### config.mk
export PLATFORM = sky130hd
export DESIGN_NAME = ffrt_ram
export DESIGN_NICKNAME = d
export VERILOG_FILES = /design/src/sv/fragment_flow_ring_table_unit_defines.svh /design/src/sv/ffrt_ram.sv
export SDC_FILE = /design/constraint.sdc
export NUM_CORES = 1
export LEC_CHECK = 0
export BUFFER_PORTS_ARGS = -buffer_cell sky130_fd_sc_hd__buf_2
export CAP_MARGIN = 20
export CORE_MARGIN = 3
export CORE_UTILIZATION = 45
export DETAILED_ROUTE_END_ITERATION = 16
export HOLD_SLACK_MARGIN = 0.05
export PLACE_DENSITY = 0.7
export SLEW_MARGIN = 10
export SYNTH_ARGS = -nofsm -noshare
export SYNTH_HDL_FRONTEND = slang
export SYNTH_SLANG_ARGS = --single-unit
### constraint.sdc
create_clock -name clk -period 3 [get_ports clk]
set_input_delay 0.6 -clock clk [delete_from_list [all_inputs] [get_ports clk]]
set_output_delay 0.6 -clock clk [all_outputs]
set_load 0.1 [all_outputs]
### src/sv/fragment_flow_ring_table_unit_defines.svh
// ----------------------------------------------------------------------------
// Fragment flow ring table: assertion macros
// Concurrent checks on clk with a disable on rst_n; empty when SYNTH is set.
// ----------------------------------------------------------------------------
`ifndef FRAGMENT_FLOW_RING_TABLE_UNIT_DEFINES_SVH
`define FRAGMENT_FLOW_RING_TABLE_UNIT_DEFINES_SVH

`ifndef SYNTH
// Check a consequence in the same cycle.
`define FFRT_ASSERT_NOW(lbl, ante, cons, msg) \
  lbl: assert property (@(posedge clk) disable iff (!rst_n) (ante) |-> (cons)) \
    else $error(msg);
// Check a consequence in the following cycle.
`define FFRT_ASSERT_NEXT(lbl, ante, cons, msg) \
  lbl: assert property (@(posedge clk) disable iff (!rst_n) (ante) |=> (cons)) \
    else $error(msg);
`else
`define FFRT_ASSERT_NOW(lbl, ante, cons, msg)
`define FFRT_ASSERT_NEXT(lbl, ante, cons, msg)
`endif

`endif

### src/sv/ffrt_ram.sv
// ----------------------------------------------------------------------------
// Fragment flow ring table: generic RAM
// One write port, one read port with registered read data.
// ----------------------------------------------------------------------------
module ffrt_ram #(
  parameter int WIDTH = 8,
  parameter int DEPTH = 2
) (
  input  logic                     clk,
  input  logic                     we,
  input  logic [$clog2(DEPTH)-1:0] waddr,
  input  logic [WIDTH-1:0]         wdata,
  input  logic                     re,
  input  logic [$clog2(DEPTH)-1:0] raddr,
  output logic [WIDTH-1:0]         rdata
);

  logic [WIDTH-1:0] mem [DEPTH];

  // Write, then read with the data held until the next read
  always_ff @(posedge clk) begin
    if (we) begin
      mem[waddr] <= wdata;
    end
    if (re) begin
      rdata <= mem[raddr];
    end
  end

endmodule

* Yosys cells after proc, flatten, opt, wreduce, memory -nomap -nowiden *
Memories as Yosys holds them, arrays and structs flattened. A register that Yosys moved wholly into a read port is not among the register bits.
Index checks and enable logic that the tools add are counted.

storage, ports and cells
  memories = 1
  output and inout bits = 8
  bits in latches = 0
  logic and storage cells = 3
  bits of input ports = 13
  flip-flop bits (word level) = 0
  RAM bits = 16
  memory bits (read-only) = 0

memory list
  name  depth  width  read ports  clocked after Yosys merged registers in  write ports  RTL line        source
  mem   2      8      1           1                                        1            ffrt_ram.sv:18  logic [WIDTH-1:0] mem [DEPTH];

operators by class
  div/mod/pow operators = 0
  reductions and logical operators = 0
  shift operators = 0
  eq/ne operators = 0
  add/sub/neg operators = 0
  $mul = 0
  order comparisons = 0
  bitwise operators = 0
  multiplexer cells = 2

operators with widths
  operator  number
  $mux 1    2

* Logic depth before layout (Yosys ltp) *
Gate-level depths: netlist of the first run.

  word-level depth = 2
  mapped depth = 2
  depth with buffers taken out = 1

* Least setup slack after synthesis of the first run *
OpenSTA, ideal clock, no wires.

  path kind = reg-to-output
  start point = reg rdata[0] (read register of mem)
  end point = out rdata[0]
  cell stages (with the launch flop) = 1
  required time = 2,400 ps
  path buffers = 0
  arrival = 904 ps
  slack = 1,496 ps
  cell sequence = edfxtp_1

RTL lines
  element      RTL line        source
  from (decl)  ffrt_ram.sv:15  output logic [WIDTH-1:0] rdata

No word-level cell between the ends.

* Worst setup path in the final report of the first run *
  start point = reg rdata[4] (read register of mem)
  end point = out rdata[4]

No word-level cell between the ends.

==> out/metrics.yaml, run 1 <==
global_routing:
  grt_overflow_total: 0
  grt_pass1_wl_um: 1450
  grt_usage_pct: 8.16
  antenna_found_initial: 0
  grt_start_max_net_pins: 14
  grt_pass1_vias: 342
route:
  wl_per_cell_um: 11.1
  first_iter_violations: 6
  ant_nets: 0
  wirelength_um: 925
  viasPerCell: 4.43
  drc: 0
  via_count: 368
  drtPass1Iterations: 3
clock_network:
  htreeDepth: 1
  clk_latency_ps: 300
  path_clk_slew_ps: 110
  cts_buffer_depth: 2
  cts_tree: "built"
  cts_hold_buffers: 0
  postCtsSetupBuffers: 0
  clock-sinks: 24
  cts_buffers: 3
  ctsResizeCount: 0
  root_buffer: "clkbuf_4"
worst_setup_path:
  crit_family: "buffers and inverters"
  path_max_fanout: 1
  path_depth: 1
  r2r_start: "mem[0][7]"
  slowest_stage: "buf_2"
  arrival_ps: 1050
  cp-start-kind: "flop"
  critPathRequiredTime_ps: 2400
  end_kind: "output pin"
  cpPeakStageDelay_ps: 420
  reg2reg_depth: 1
  cp_cell_sequence: "buf_2"
  startpoint: "rdata[4]"
  worst-path-buf-inv: 1
  critical_path_class: "flop to output pin"
sta:
  max-slew-margin-rel_pct: 54.5
  setup_viol: 0
  slew_viol_final: 0
  period_needed_ps: 1650
  fin_skew_ps: 4.61
  hold_viol: 0
  fin_crit_sh_pct: 55.0
  worst-slew-pin-transition_ps: 681
  hold_slack_ps: 486
  grt_setup_unrepaired: "no"
  fin_tns_setup_ps: 0
  fmax_ghz: 0.606
yosys:
  synth_area_leaders: "edfxtp_1 (83%), mux2_4 (14%), buf_6 (1.3%)"
  synth.avg_cell_area_um2: 24.7
  ys_types: 5
  synth_nets: 48
  yosysTopAreaCell: "edfxtp_1"
  ys_ff_latch: 24
  seq_area_frac_synth_pct: 83.4
  yosysWarnings: 0
  synth_top_area_share_pct: 83.4
  synth_cells: 35
  netlist_area_um2: 865
cells_and_area:
  seqCellArea_um2: 721
  nets: 72
  antennaDiodeCount: 0
  fill_cells: 151
  multi_input_area_um2: 133
  area_growth_pct: 16.9
  drive_gt1_share_pct: 53.4
place:
  portBuffers: 20
  routabilityCongestion: 0.684
power_and_ir_drop:
  p_sw_uw: 161
  swShare_pct: 25.5
  intPower_uw: 470
  power_leakage_uw: 0.000393
  clockPowerShare_pct: 20.7
  p_seq_share_pct: 63.6
  p_comb_share_pct: 15.7
  total_power_uw: 630
  pwr_density_cell_nw_per_um2: 623
  ir_drop_mv: 0.391
floorplan:
  core_area_um2: 1760
  initial_utilization_pct: 49.0
  ios: 21
  die-width_um: 49.8
  die_area_um2: 2480
  chipHeight_um: 49.8
  num_rows: 15
hold_path:
  hold_start: "wdata[4]"
  hold_depth: 1
  hold_class: "input pin to flop"
outcome:
  outcome: "complete, no violations"
job:
  cap_violations: 0
-- cells in the mapped netlist (all sizes together) --
library cell and instances:
mux2 8, and2 1, nor2b 1, edfxtp 24, buf 1
-- state kept, by name, indices dropped and copies added, names as in the netlist --
register	cells
mem	16
rdata	8
-- layout by cell type (no fill, tap or decap) --
cell type  instances
nor2b_1            1
edfxtp_1          24
buf_2             20
mux2_4             8
clkinv_1           1
clkbuf_4           3
and2_1             1
-- layer usage --
layer	wire, um	part of all wire (%)	GRT usage [%]	vias to the layer above
li1	-	-	-	183
met1	404	44	9.84	165
met2	439	47	13.0	20
met3	81	8.8	3.63	0
met4	0	0	2.76	0
met5	0	0	0	-
-- through the flow --
stage / instances / cell area, um^2 / util [%] / setup slack, ps
floorplan: 35 / 865 / - / 1500
global placement: 79 / 985 / 55.8 / 1430
detailed placement: 79 / 985 / 55.8 / 1370
CTS: 83 / 1010 / 57.3 / 1330
global route: 83 / 1010 / 57.3 / 1270
finish: 83 / 1010 / 57.3 / 1350
-- layout make-up --
type / instances / share of cell area [%]
multi-input cells: 10 / 13.1
well taps: 25 / 3.09
flip-flops and latches: 24 / 71.3
clock buffers: 3 / 2.23
repair buffers: 20 / 9.90
clock inverters: 1 / 0.371
-- worst paths after layout --
path | endpoint | slack, ps
hold reg to reg | rdata[5] | 560
setup / recovery | rdata[4] | 1350
setup reg to reg | rdata[7] | 2100
hold / removal | mem[1][4] | 490
-- kinds of logic after synthesis --
logic type,after synthesis,share of synthesized area [%]
flip-flops,24,83.4
multiplexers,8,13.9
AND/OR/NAND/NOR,2,1.45
buffers and inverters,1,1.30
-- power by group through the flow --
stage / Clock (uW) / Combinational [uW] / Sequential (uW)
after floorplan: 0 / 22.9 / 466
after global placement: 0 / 98.9 / 409
after detailed placement: 0 / 100 / 409
after CTS: 137 / 100 / 401
after global routing: 154 / 103 / 404
final: 130 / 99.1 / 401
(Power assumes the default switching activity.)
==> inputs of run 2 (changes only) <==
--- a/config.mk
+++ b/config.mk
@@ -11,7 +11,7 @@
 export CORE_UTILIZATION = 45
 export DETAILED_ROUTE_END_ITERATION = 16
 export HOLD_SLACK_MARGIN = 0.05
-export PLACE_DENSITY = 0.7
+export PLACE_DENSITY = 0.73
 export SLEW_MARGIN = 10
 export SYNTH_ARGS = -nofsm -noshare
 export SYNTH_HDL_FRONTEND = slang
==> constraint.sdc (replaced) <==
create_clock -name clk -period 1.5 [get_ports clk]
set_input_delay 0.3 -clock clk [delete_from_list [all_inputs] [get_ports clk]]
set_output_delay 0.3 -clock clk [all_outputs]
set_load 0.1 [all_outputs]
==> run 2 against run 1 <==
Via count increased by 3.5%. Global-route usage increased by 1.9 points. Design area rose by 0.74%. Clock skew fell by 3.4 ps. Non-clock buffer count increased by 1. Total power increased by 100%.
==> out/metrics.yaml, run 2 (synthesis gave the netlist of run 1 again) <==
outcome:
  outcome: "complete, no violations"
cells_and_area:
  regMostFlops: "mem"
  final_cell_mix: "edfxtp_1 (24), buf_2 (20), mux2_4 (8)"
  finalNonFillerCells: 84
  fill_cells: 142
  nets: 73
  top_regs: "mem: 16 flops, rdata: 8 flops"
  antennaDiodeCount: 0
  final_common_cell: "edfxtp_1"
  final_area_um2: 1020
  drive_gt1_share_pct: 54.2
  largest_register_ffs: 16
  area_growth_pct: 17.8
place:
  routabilityCongestion: 0.615
  placed_cells: 80
  post_dp_cell_area_um2: 992
  portBuffers: 20
worst_setup_path:
  critical_path_class: "flop to output pin"
  critPathRequiredTime_ps: 1200
  worst-path-buf-inv: 1
  rrSetupSlack_ps: 600
  regToRegEndpoint: "rdata[2]"
  cpPeakStageDelay_ps: 420
  crit_family: "buffers and inverters"
  cp-start-kind: "flop"
  reg2reg_depth: 1
  r2r_start: "mem[0][2]"
  cp_cell_sequence: "buf_2"
  path_depth: 1
  end_kind: "output pin"
  path_max_fanout: 1
  startpoint: "rdata[0]"
  arrival_ps: 1060
  slowest_stage: "buf_2"
  critPathCapture: "rdata[0]"
power_and_ir_drop:
  power_leakage_uw: 0.000398
  ir_drop_mv: 0.637
  swShare_pct: 26.1
  clockPowerShare_pct: 21.3
  p_comb_share_pct: 15.8
  p_sw_uw: 332
  p_seq_share_pct: 62.9
  intPower_uw: 941
  pwr_density_cell_nw_per_um2: 1250
clock_network:
  cts_hold_buffers: 0
  ctsResizeCount: 0
  cts_buffers: 3
  path_clk_slew_ps: 120
  postCtsSetupBuffers: 0
  clock-sinks: 24
  htreeDepth: 1
  cts_tree: "built"
  root_buffer: "clkbuf_4"
  cts_buffer_depth: 2
  clk_latency_ps: 300
sta:
  fin_skew_ps: 1.23
  slew_viol_final: 0
  worst-slew-pin-transition_ps: 486
  fmax_ghz: 0.734
  setup_viol: 0
  period_needed_ps: 1360
  grt_setup_unrepaired: "no"
  fin_tns_setup_ps: 0
  max-slew-margin-rel_pct: 67.8
  hold_viol: 0
  fin_crit_sh_pct: 90.8
route:
  wl_per_cell_um: 12.1
  via_count: 381
  wirelength_um: 1010
  first_iter_violations: 0
  ant_nets: 0
  drtPass1Iterations: 1
  drc: 0
  viasPerCell: 4.54
floorplan:
  die-width_um: 49.8
  initial_utilization_pct: 49.0
  chipHeight_um: 49.8
  die_area_um2: 2480
  num_rows: 15
  core_area_um2: 1760
  ios: 21
job:
  cap_violations: 0
hold_path:
  hold_class: "input pin to flop"
  hold_depth: 1
global_routing:
  grt_pass1_vias: 429
  grt_overflow_total: 0
  grt_start_max_net_pins: 14
  grt_pass1_wl_um: 1790
  antenna_found_initial: 0
  grt_usage_pct: 10.0
==> run 2: cell count changes in the layout (fill, tap and decap cells not counted), sizes merged <==
cell,before,now
buf,20,21
==> run 2: worst min path at each step <==
stage | slack [ps] | from | end
floorplan | 400 | wdata[0] | mem[0][0]
global placement | 490 | wdata[3] | mem[0][3]
detailed placement | 490 | wdata[3] | mem[0][3]
CTS | 160 | wdata[6] | mem[1][6]
global route | 150 | wdata[3] | mem[1][3]
finish | 170 | wdata[3] | mem[1][3]
==> run 2: layer usage <==
| layer | vias up | share of wire [%] | track usage (%) |
|---|---|---|---|
| met1 | 175 | 39 | 10.5 |
| met4 | 0 | 2.6 | 5.53 |
| met3 | 3 | 8.1 | 3.32 |
| li1 | 184 | - | - |
| met5 | - | 0 | 0 |
| met2 | 19 | 50 | 17.4 |
==> run 2: cell type report <==
cell class / instances / area [um^2] / area share (%)
Multi-Input combinational cell: 10 / 133 / 13.0
Clock buffer: 3 / 22.5 / 2.21
Sequential cell: 24 / 721 / 70.8
Clock inverter: 1 / 3.75 / 0.369
Tap cell: 25 / 31.3 / 3.07
Timing Repair Buffer: 21 / 108 / 10.6
==> run 2: power groups by stage <==
| stage | Clock [uW] | Sequential [uW] | Combinational [uW] |
|---|---|---|---|
| final | 271 | 802 | 201 |
| after global routing | 316 | 808 | 209 |
| after CTS | 288 | 803 | 203 |
| after detailed placement | 0 | 818 | 203 |
| after global placement | 0 | 816 | 199 |
| after floorplan | 0 | 933 | 45.9 |
==> run 2: through the flow <==
stage,util (%),total power (uW),worst slack (ps),hold WS (ps)
finish,57.7,1270,138,174
global route,57.7,1330,66.9,152
CTS,57.7,1290,112,160
detailed placement,56.2,1020,367,492
global placement,56.2,1020,390,487
floorplan,-,979,296,399
