$ cat src/sv/fragment_flow_ring_table_unit_defines.svh
// ----------------------------------------------------------------------------
// Fragment flow ring table: assertion macros
// Concurrent checks on clk with a disable on rst_n; empty when SYNTH is set.
// ----------------------------------------------------------------------------
`ifndef FRAGMENT_FLOW_RING_TABLE_UNIT_DEFINES_SVH
`define FRAGMENT_FLOW_RING_TABLE_UNIT_DEFINES_SVH

`ifndef SYNTH
// Check a consequence in the same cycle.
`define FFRT_ASSERT_NOW(lbl, ante, cons, msg) \
  lbl: assert property (@(posedge clk) disable iff (!rst_n) (ante) |-> (cons)) \
    else $error(msg);
// Check a consequence in the following cycle.
`define FFRT_ASSERT_NEXT(lbl, ante, cons, msg) \
  lbl: assert property (@(posedge clk) disable iff (!rst_n) (ante) |=> (cons)) \
    else $error(msg);
`else
`define FFRT_ASSERT_NOW(lbl, ante, cons, msg)
`define FFRT_ASSERT_NEXT(lbl, ante, cons, msg)
`endif

`endif

$ cat src/sv/ffrt_pkg.sv
// ----------------------------------------------------------------------------
// Fragment flow ring table package
// Field widths, command codes, entry layout, sequencer states and helpers.
// ----------------------------------------------------------------------------
package ffrt_pkg;

  // Field widths
  localparam int CMD_W    = 2;
  localparam int BUCKET_W = 8;
  localparam int IP_W     = 32;
  localparam int VRF_W    = 16;
  localparam int IDENT_W  = 16;
  localparam int PORT_W   = 16;

  // Default table geometry
  localparam int DEF_NUM_BUCKETS  = 256;
  localparam int DEF_RING_ENTRIES = 8;

  // Command codes
  localparam logic [CMD_W-1:0] CMD_ADD    = 2'd0;
  localparam logic [CMD_W-1:0] CMD_LOOKUP = 2'd1;
  localparam logic [CMD_W-1:0] CMD_DELETE = 2'd2;
  localparam logic [CMD_W-1:0] CMD_NONE   = 2'd3;

  typedef struct packed {
    logic [IP_W-1:0]    src;
    logic [IP_W-1:0]    dst;
    logic [VRF_W-1:0]   vrf;
    logic [IDENT_W-1:0] ident;
  } key_t;

  typedef struct packed {
    key_t              key;
    logic [PORT_W-1:0] sport;
    logic [PORT_W-1:0] dport;
  } entry_t;

  localparam int ENTRY_W = $bits(entry_t);

  typedef enum logic [2:0] {
    ST_CLEAR,
    ST_IDLE,
    ST_PTR_WAIT,
    ST_ENT_RD,
    ST_ENT_CMP,
    ST_UPDATE,
    ST_RESP
  } state_t;

  // Reduce a bucket index modulo n by conditional subtraction of n shifted.
  function automatic logic [BUCKET_W-1:0] bucket_reduce(input logic [BUCKET_W-1:0] b,
                                                        input int unsigned n);
    int unsigned x;
    int unsigned step;
    x = 32'(b);
    for (int k = BUCKET_W - 1; k >= 0; k--) begin
      step = n << k;
      if (step < (32'd1 << BUCKET_W) && x >= step) begin
        x = x - step;
      end
    end
    return BUCKET_W'(x);
  endfunction

endpackage

$ cat src/sv/ffrt_match_unit.sv
// ----------------------------------------------------------------------------
// Fragment flow ring table: shared match unit
// Compares the probe key with one stored key and steps a ring position.
// ----------------------------------------------------------------------------
module ffrt_match_unit #(
  parameter int RING_ENTRIES = ffrt_pkg::DEF_RING_ENTRIES
) (
  input  ffrt_pkg::key_t                    probe,
  input  ffrt_pkg::key_t                    stored,
  input  logic [$clog2(RING_ENTRIES)-1:0]   pos,
  output logic                              match,
  output logic [$clog2(RING_ENTRIES)-1:0]   pos_inc
);
  import ffrt_pkg::*;

  localparam int PTR_W = $clog2(RING_ENTRIES);

  // Full 96-bit key compare
  assign match = (probe == stored);

  // Advance around the ring, wrapping after the last slot
  assign pos_inc = (pos == PTR_W'(RING_ENTRIES - 1)) ? '0 : pos + 1'b1;

endmodule

$ cat config.mk
export PLATFORM = sky130hd
export DESIGN_NAME = ffrt_match_unit
export DESIGN_NICKNAME = d
export VERILOG_FILES = /design/src/sv/fragment_flow_ring_table_unit_defines.svh /design/src/sv/ffrt_pkg.sv /design/src/sv/ffrt_match_unit.sv
export SDC_FILE = /design/constraint.sdc
export NUM_CORES = 1
export LEC_CHECK = 0
export BUFFER_PORTS_ARGS = -buffer_cell sky130_fd_sc_hd__buf_2
export CAP_MARGIN = 20
export CELL_PAD_IN_SITES_DETAIL_PLACEMENT = 0
export CELL_PAD_IN_SITES_GLOBAL_PLACEMENT = 1
export CORE_MARGIN = 3
export CORE_UTILIZATION = 15
export DETAILED_ROUTE_END_ITERATION = 6
export PLACE_DENSITY_LB_ADDON = 0.05
export SYNTH_ARGS = -nofsm -noshare
export SYNTH_HDL_FRONTEND = slang
export SYNTH_SLANG_ARGS = --single-unit
$ cat constraint.sdc
create_clock -name vclk -period 0.8
set_input_delay 0.04 -clock vclk [all_inputs]
set_output_delay 0.04 -clock vclk [all_outputs]
set_load 0.01 [all_outputs]
# Word level (Yosys, flattened, before mapping)
# Index checks and enable logic that the tools add are counted.
# Widths: inputs -> output; s select.
op_classes:
  n_eq_ne: 2
  muxes: 1
  addsub: 1
op_table:
  columns: ["cell", "n"]
  rows:
  - ["$eq 96x96->1", 1]
  - ["$add 3x1->3 const B", 1]
  - ["$eq 3x3->1 const B", 1]
  - ["$mux 3", 1]
word_totals:
  word_cells: 4
  output_inout_bits: 4
  inputBits: 195
  regBits: 0

# Longest topological paths before layout
# Gate-level depths: netlist (run 1).
logic_depth:
  depth_word: 2
  ltp_mapped: 5
  depth_no_buf: 5

# Worst setup path after synthesis (run 1)
# OpenSTA, ideal clock, no wires.
synth_path:
  path_type: "input -> output"
  startpoint: "input stored[30] (netlist bit)"
  endpoint: "output match"
  path_buffers: 0
  t_arrival_ns: 0.838
  slack_ns: -0.078
  required_ns: 0.760
  stages: 5
  path_cell_list: "xnor2_1 > nand4_1 > nor4_2 > nand4_1 > nor3_2"
synth_via:
  elab_chain_len: 1
synth_lines:
  columns: ["element", "line", "source"]
  rows:
  - ["from (decl)", "ffrt_match_unit.sv:9", "input ffrt_pkg::key_t stored,"]
  - ["$eq 96x96->1", "ffrt_match_unit.sv:19", "assign match = (probe == stored);"]
  - ["to (decl)", "ffrt_match_unit.sv:11", "output logic match,"]
# No other way between the ends.

# Worst setup path after layout (run 1)
layout_path:
  startpoint: "input stored[77] (netlist bit)"
  endpoint: "output match"
# The elaborated chain is that of the path after synthesis.

==> results of run 1 <==
repair_timing:
action                     4_1_cts  5_1_grt
resized for setup               10       12
pin swaps                        2        3
gates cloned                     0        0
setup endpoints to repair        3        4
where the power goes:
| part | total (mW) | switching, mW | internal [mW] |
|---|---|---|---|
| clock | 0 | 0 | 0 |
| sequential | 0 | 0 | 0 |
| combinational | 1.10 | 0.400 | 0.702 |
worst min-delay path, delay by kind of cell:
family | cells | cell delay [ns]
AND/OR/NAND/NOR | 1 | 0.04
buffers and inverters | 2 | 0.22
cell families after synthesis:
| family | after synthesis | synth area share, % |
|---|---|---|
| fa+ha+maj | 2 | 2.30 |
| simple gates | 34 | 20.3 |
| xor+xnor | 96 | 77.4 |
layout make-up:
type               count  share of cell area, %
well taps             96                   5.12
repair buffers       200                   45.0
multi-input cells    132                   49.9
final timing paths:
check | startpoint | end | slack [ns] | cells after the start
setup / recovery | stored[77] | match | -0.54 | 8
hold / removal | pos[0] | pos_inc[0] | 0.35 | 3
per-layer routing:
layer / track usage (%) / routed length [um]
met3: 1.91 / 466
met4: 0.628 / 34
met1: 11.0 / 1570
met2: 23.1 / 2980
met5: 0 / 0
cell usage after synthesis:
cell / n / area, um2
nor3_2: 1 / 10.0
nor4_2: 1 / 12.5
xnor2_1: 64 / 561
nor2_1: 1 / 3.75
nand4_1: 19 / 119
nor2b_1: 1 / 6.26
xor2_1: 32 / 280
ha_1: 2 / 25.0
nor4_1: 11 / 68.8
per-stage QoR:
stage / utilization, % / hold slack (ns) / setup TNS [ns] / worst slack (ns)
final: 34.0 / 0.347 / -0.539 / -0.539
after global routing: 34.0 / 0.360 / -0.674 / -0.674
after CTS: 32.8 / 0.335 / -0.587 / -0.587
after detailed placement: 32.0 / 0.334 / -0.706 / -0.671
after global placement: 32.0 / 0.335 / -0.755 / -0.702
after floorplan: - / 0.123 / -0.0777 / -0.0777
==> results by group, run 1 <==
Timing
  • Hold Vio Cnt, Final: 0
  • Measured slew at the worst slew-check pin: 0.320 ns
  • Maximum clock rate: 0.747 GHz
  • Post-layout min period: 1.34 ns
  • Tcrit/Tclk final: 167%
  • Slew Viols, Final: 0
  • Post-route setup slack: -0.539 ns
  • Slew HR: 78.5%
  • Final setup fails: 1
  • RSZ-0062 raised after global routing: true

Place
  • Placed instance area: 0.00221 mm2
  • DPL Wire Length: between 4000 and 5000 um
  • Port bufs: 199
  • GPL Wtd Cong: around 0.74
  • Inst Count DP: 428

Status
  • Failing checks: negative setup slack
  • Outcome: finished, violations left

Final layout
  • Nets: approximately 530
  • ANT cells: 0
  • Most frequent cells in the layout: 190 x buf_2, 58 x xnor2_1, 32 x xor2_1
  • Fill cell count: approximately 770
  • Layout area overhead: 116%
  • Post-route insts no fill: 428
  • Register area: 0 um2
  • Seq_cells: 0
  • Layout cells sized above 1: ~64%
  • Post-route cell area: 0.00235 mm2
  • CLK BUF: 0
  • Commonest non-fill, non-tap cell in the layout: buf_2
  • Multi-input gate area: 0.00117 mm2

Synthesis
  • Yosys cell types: 9
  • Net Count, Synth: 329
  • Synthesis Warnings: 0
  • Synth Area per Inst: 8.23 um2
  • Cells after synthesis: 132
  • Post-synthesis sequential area ratio: 0%
  • Post-Syn Area: 0.00109 mm2

GRT
  • Vias in the first global route: 1593
  • Largest net degree at the start of global routing: 3
  • Remaining Overflow, GRT: 0
  • Total track usage: 10.8%
  • First-pass GRT wire length: 7420 um
  • Initial antenna violation count: 0

Drt
  • DR iter-0 viols: 11
  • Vias per cell: between 3 and 4
  • DRC viols: 0
  • Antenna viol nets, final: 0
  • Vias: 1633
  • DRT Wirelength: 5060 um
  • Wire length per cell: 11.8 um
  • Pre-Repair DR Iteration Count: 4

Floorplan
  • # IOs: 199
  • Die Y: 91.1 um
  • Std-Cell Rows: 30
  • Total core area: 0.00691 mm2
  • Die width: 91.1 um
  • DIE AREA: 0.00830 mm2
  • Effective utilization at floorplan: about 16%

Clocking
  • # hold bufs at CTS: 0
  • Setup bufs post-CTS: 0

Power and ir drop
  • P per Cell Area: 470 mW/mm2
  • P_leak: 1.14 nW
  • Max VDD drop: 0.127 mV
  • Tot Pwr: 1.10 mW

Setup path
  • Kind of critical path: input port to primary output
  • Worst-path maximum fanout: 1
  • CP max stage cell: nor4_2
  • WP data arrival: approximately 1.3 ns
  • Worst stage delay on the critical path: 0.33 ns
  • Largest delay share family, worst path: simple AND/OR/NAND/NOR gates
  • Req. time, crit path: around 0.76 ns
  • CP Launch Type: input port
  • CP Capture Type: primary output
  • Crit path cell chain: buf_6 > xnor2_2 > nand4_1 > nor4_2 > buf_4 > nand4_1 > nor3_2 > buf_2
  • WP buf/inv: 3
  • Most common cell on crit path: nand4_1

Run
  • Max cap viols: 0

Min path
  • HP Class: input port to primary output
Note: power is estimated with default switching activity, not from simulation.
==> run 2: changes to the inputs <==
--- a/config.mk
+++ b/config.mk
@@ -10,7 +10,7 @@
 export CELL_PAD_IN_SITES_DETAIL_PLACEMENT = 0
 export CELL_PAD_IN_SITES_GLOBAL_PLACEMENT = 1
 export CORE_MARGIN = 3
-export CORE_UTILIZATION = 15
+export CORE_UTILIZATION = 14
 export DETAILED_ROUTE_END_ITERATION = 6
 export PLACE_DENSITY_LB_ADDON = 0.05
 export SYNTH_ARGS = -nofsm -noshare
==> constraint.sdc (replaced) <==
create_clock -name vclk -period 1.12
set_input_delay 0.056 -clock vclk [all_inputs]
set_output_delay 0.056 -clock vclk [all_outputs]
set_load 0.01 [all_outputs]
==> run 2 against run 1 <==
Against the previous run:
- the run still ends with negative setup slack left
- non-clock buffer count unchanged
- design area down 1.3%
- global-route usage down 1.7 points
- die area up 6.7%
- combinational power down 30%
- first-iteration DRC count down 45%
- sequential share of layout area unchanged
- count of clock-buffer cells in the layout unchanged
- final cell count up 0.70%
- via count down 1.4%
- core utilization down 2.5 points
- largest power group unchanged
==> results by group, run 2 (same netlist as run 1, synthesis figures left out) <==
Final layout
  • ANT cells: 0 (unchanged)
  • Multi-input gate area: 0.00114 mm2 (-3.0%)
  • Nets: 531 (unchanged)
  • Most frequent cells in the layout: 191 x buf_2, 59 x xnor2_1, 32 x xor2_1
  • Seq_cells: 0 (unchanged)
  • Layout cells sized above 1: 63.0% (-1.2 points)
  • Fill cell count: 829 (+8.1%)
  • Final core utilization: 31.4% (-2.5 points)
  • Layout area overhead: 113%
  • Register area: 0 um2 (unchanged)
  • Commonest non-fill, non-tap cell in the layout: buf_2
  • CLK BUF: 0 (unchanged)

Place
  • GPL Wtd Cong: 0.700 (-5.4%)
  • DPL Wire Length: 4620 um (-3.2%)
  • Port bufs: 199 (unchanged)
  • Worst slack, placed: -0.385 ns (+0.287 ns)

Power and ir drop
  • Sw Ratio: 36.1% (-0.21 points)
  • Cell Int Power: 0.494 mW (-30%)
  • Comb power frac: 100.0% (about the same)
  • Sequential Power Share: 0% (unchanged)
  • Max VDD drop: 0.0900 mV (-29%)
  • P_sw: 0.279 mW (-30%)
  • P_leak: 1.14 nW (-0.37%)
  • Clk network pwr share: 0% (unchanged)
  • P per Cell Area: 333 mW/mm2 (-29%)

Drt
  • Antenna viol nets, final: 0 (unchanged)
  • Vias per cell: 3.74 (-2.1%)
  • DRC viols: 0 (unchanged)
  • Pre-Repair DR Iteration Count: 4 (unchanged)
  • DRT Wirelength: 4820 um (-4.6%)
  • Vias: 1610 (-1.4%)
  • DR iter-0 viols: 6 (-5)
  • Wire length per cell: 11.2 um (-5.3%)

Setup path
  • Worst stage delay on the critical path: 0.32 ns (about the same)
  • WP buf/inv: 3 (unchanged)
  • Levels on crit path: 8 (unchanged)
  • CP Launch Type: input port
  • Largest delay share family, worst path: simple AND/OR/NAND/NOR gates
  • Most common cell on crit path: nand4_1
  • Worst-path maximum fanout: 1 (unchanged)
  • Req. time, crit path: 1.06 ns (+0.30 ns)
  • Kind of critical path: input port to primary output
  • CP max stage cell: nor4_2
  • WP data arrival: 1.29 ns (about the same)
  • CP Capture Type: primary output
  • Crit path cell chain: buf_6 > xnor2_1 > nand4_1 > nor4_2 > buf_4 > nand4_1 > nor3_2 > buf_2

GRT
  • Vias in the first global route: 1568 (-1.6%)
  • Initial antenna violation count: 0 (unchanged)
  • First-pass GRT wire length: 6530 um (-12%)
  • Largest net degree at the start of global routing: 3 (unchanged)
  • Total track usage: 9.05% (-1.7 points)
  • Remaining Overflow, GRT: 0 (unchanged)

Timing
  • Hold Vio Cnt, Final: 0 (unchanged)
  • Maximum clock rate: 0.745 GHz
  • Slew Viols, Final: 0 (unchanged)
  • Hold_ws: 0.359 ns (+0.0117 ns)
  • Setup TNS: -0.223 ns (+0.317 ns)
  • Slew HR: 79.8% (+1.3 points)
  • Tcrit/Tclk final: 120%
  • RSZ-0062 raised after global routing: true
  • Measured slew at the worst slew-check pin: 0.300 ns (-0.0195 ns)
  • Final setup fails: 1 (unchanged)
  • Post-layout min period: 1.34 ns
  • Post-route setup slack: -0.223 ns (+0.317 ns)

Floorplan
  • Die Y: 94.1 um (+3.3%)
  • Total core area: 0.00737 mm2 (+6.7%)
  • Std-Cell Rows: 31 (+3.3%)
  • Effective utilization at floorplan: 14.7% (-0.99 points)
  • DIE AREA: 0.00885 mm2 (+6.7%)
  • # IOs: 199 (unchanged)
  • Die width: 94.1 um (+3.3%)

Status
  • Outcome: finished, violations left
  • Failing checks: negative setup slack

Clocking
  • Setup bufs post-CTS: 0 (unchanged)

Min path
  • HP Class: input port to primary output
  • Worst Hold Depth: 3 (unchanged)

Run
  • Max cap viols: 0 (unchanged)
==> run 2: tightest hold or removal path: cells and delay by family <==
kind	cells	cell delay, ns
buf+inv	2	0.21
simple gates	1	0.03
==> run 2: what timing repair did <==
item / 4_1_cts / 5_1_grt
pin swaps: 1 / 0
hold endpoints to repair: 0 / 0
endpoints found under the setup margin: 1 / 1
hold buffers: 0 / 0
gates resized for setup: 11 / 6
==> run 2: path summary, 6_finish.rpt <==
check / from / endpoint
max: stored[77] / match
min: pos[0] / pos_inc[0]
==> run 2: cell type report <==
class | count | area share [%]
multi-input cells | 132 | 49.0
repair buffers | 200 | 45.6
well taps | 99 | 5.35
==> run 2: stage by stage <==
stage	power, mW	instances	area [um2]
finish	0.773	431	2320
global route	0.852	431	2320
CTS	0.771	431	2290
detailed placement	0.741	431	2210
global placement	0.743	431	2210
floorplan	0.316	132	1090
==> run 2: power by group through the flow <==
stage | registers, mW | logic (mW) | clock network, mW
finish | 0 | 0.773 | 0
global route | 0 | 0.852 | 0
CTS | 0 | 0.771 | 0
detailed placement | 0 | 0.741 | 0
global placement | 0 | 0.743 | 0
floorplan | 0 | 0.316 | 0
==> run 2: layer usage <==
| metal | vias to the layer above | GRT usage (%) | wire length, um |
|---|---|---|---|
| met1 | 656 | 8.40 | 1420 |
| li1 | 861 | - | - |
| met5 | - | 0 | 0 |
| met4 | 0 | 0 | 0 |
| met3 | 0 | 1.52 | 520 |
| met2 | 93 | 20.7 | 2880 |
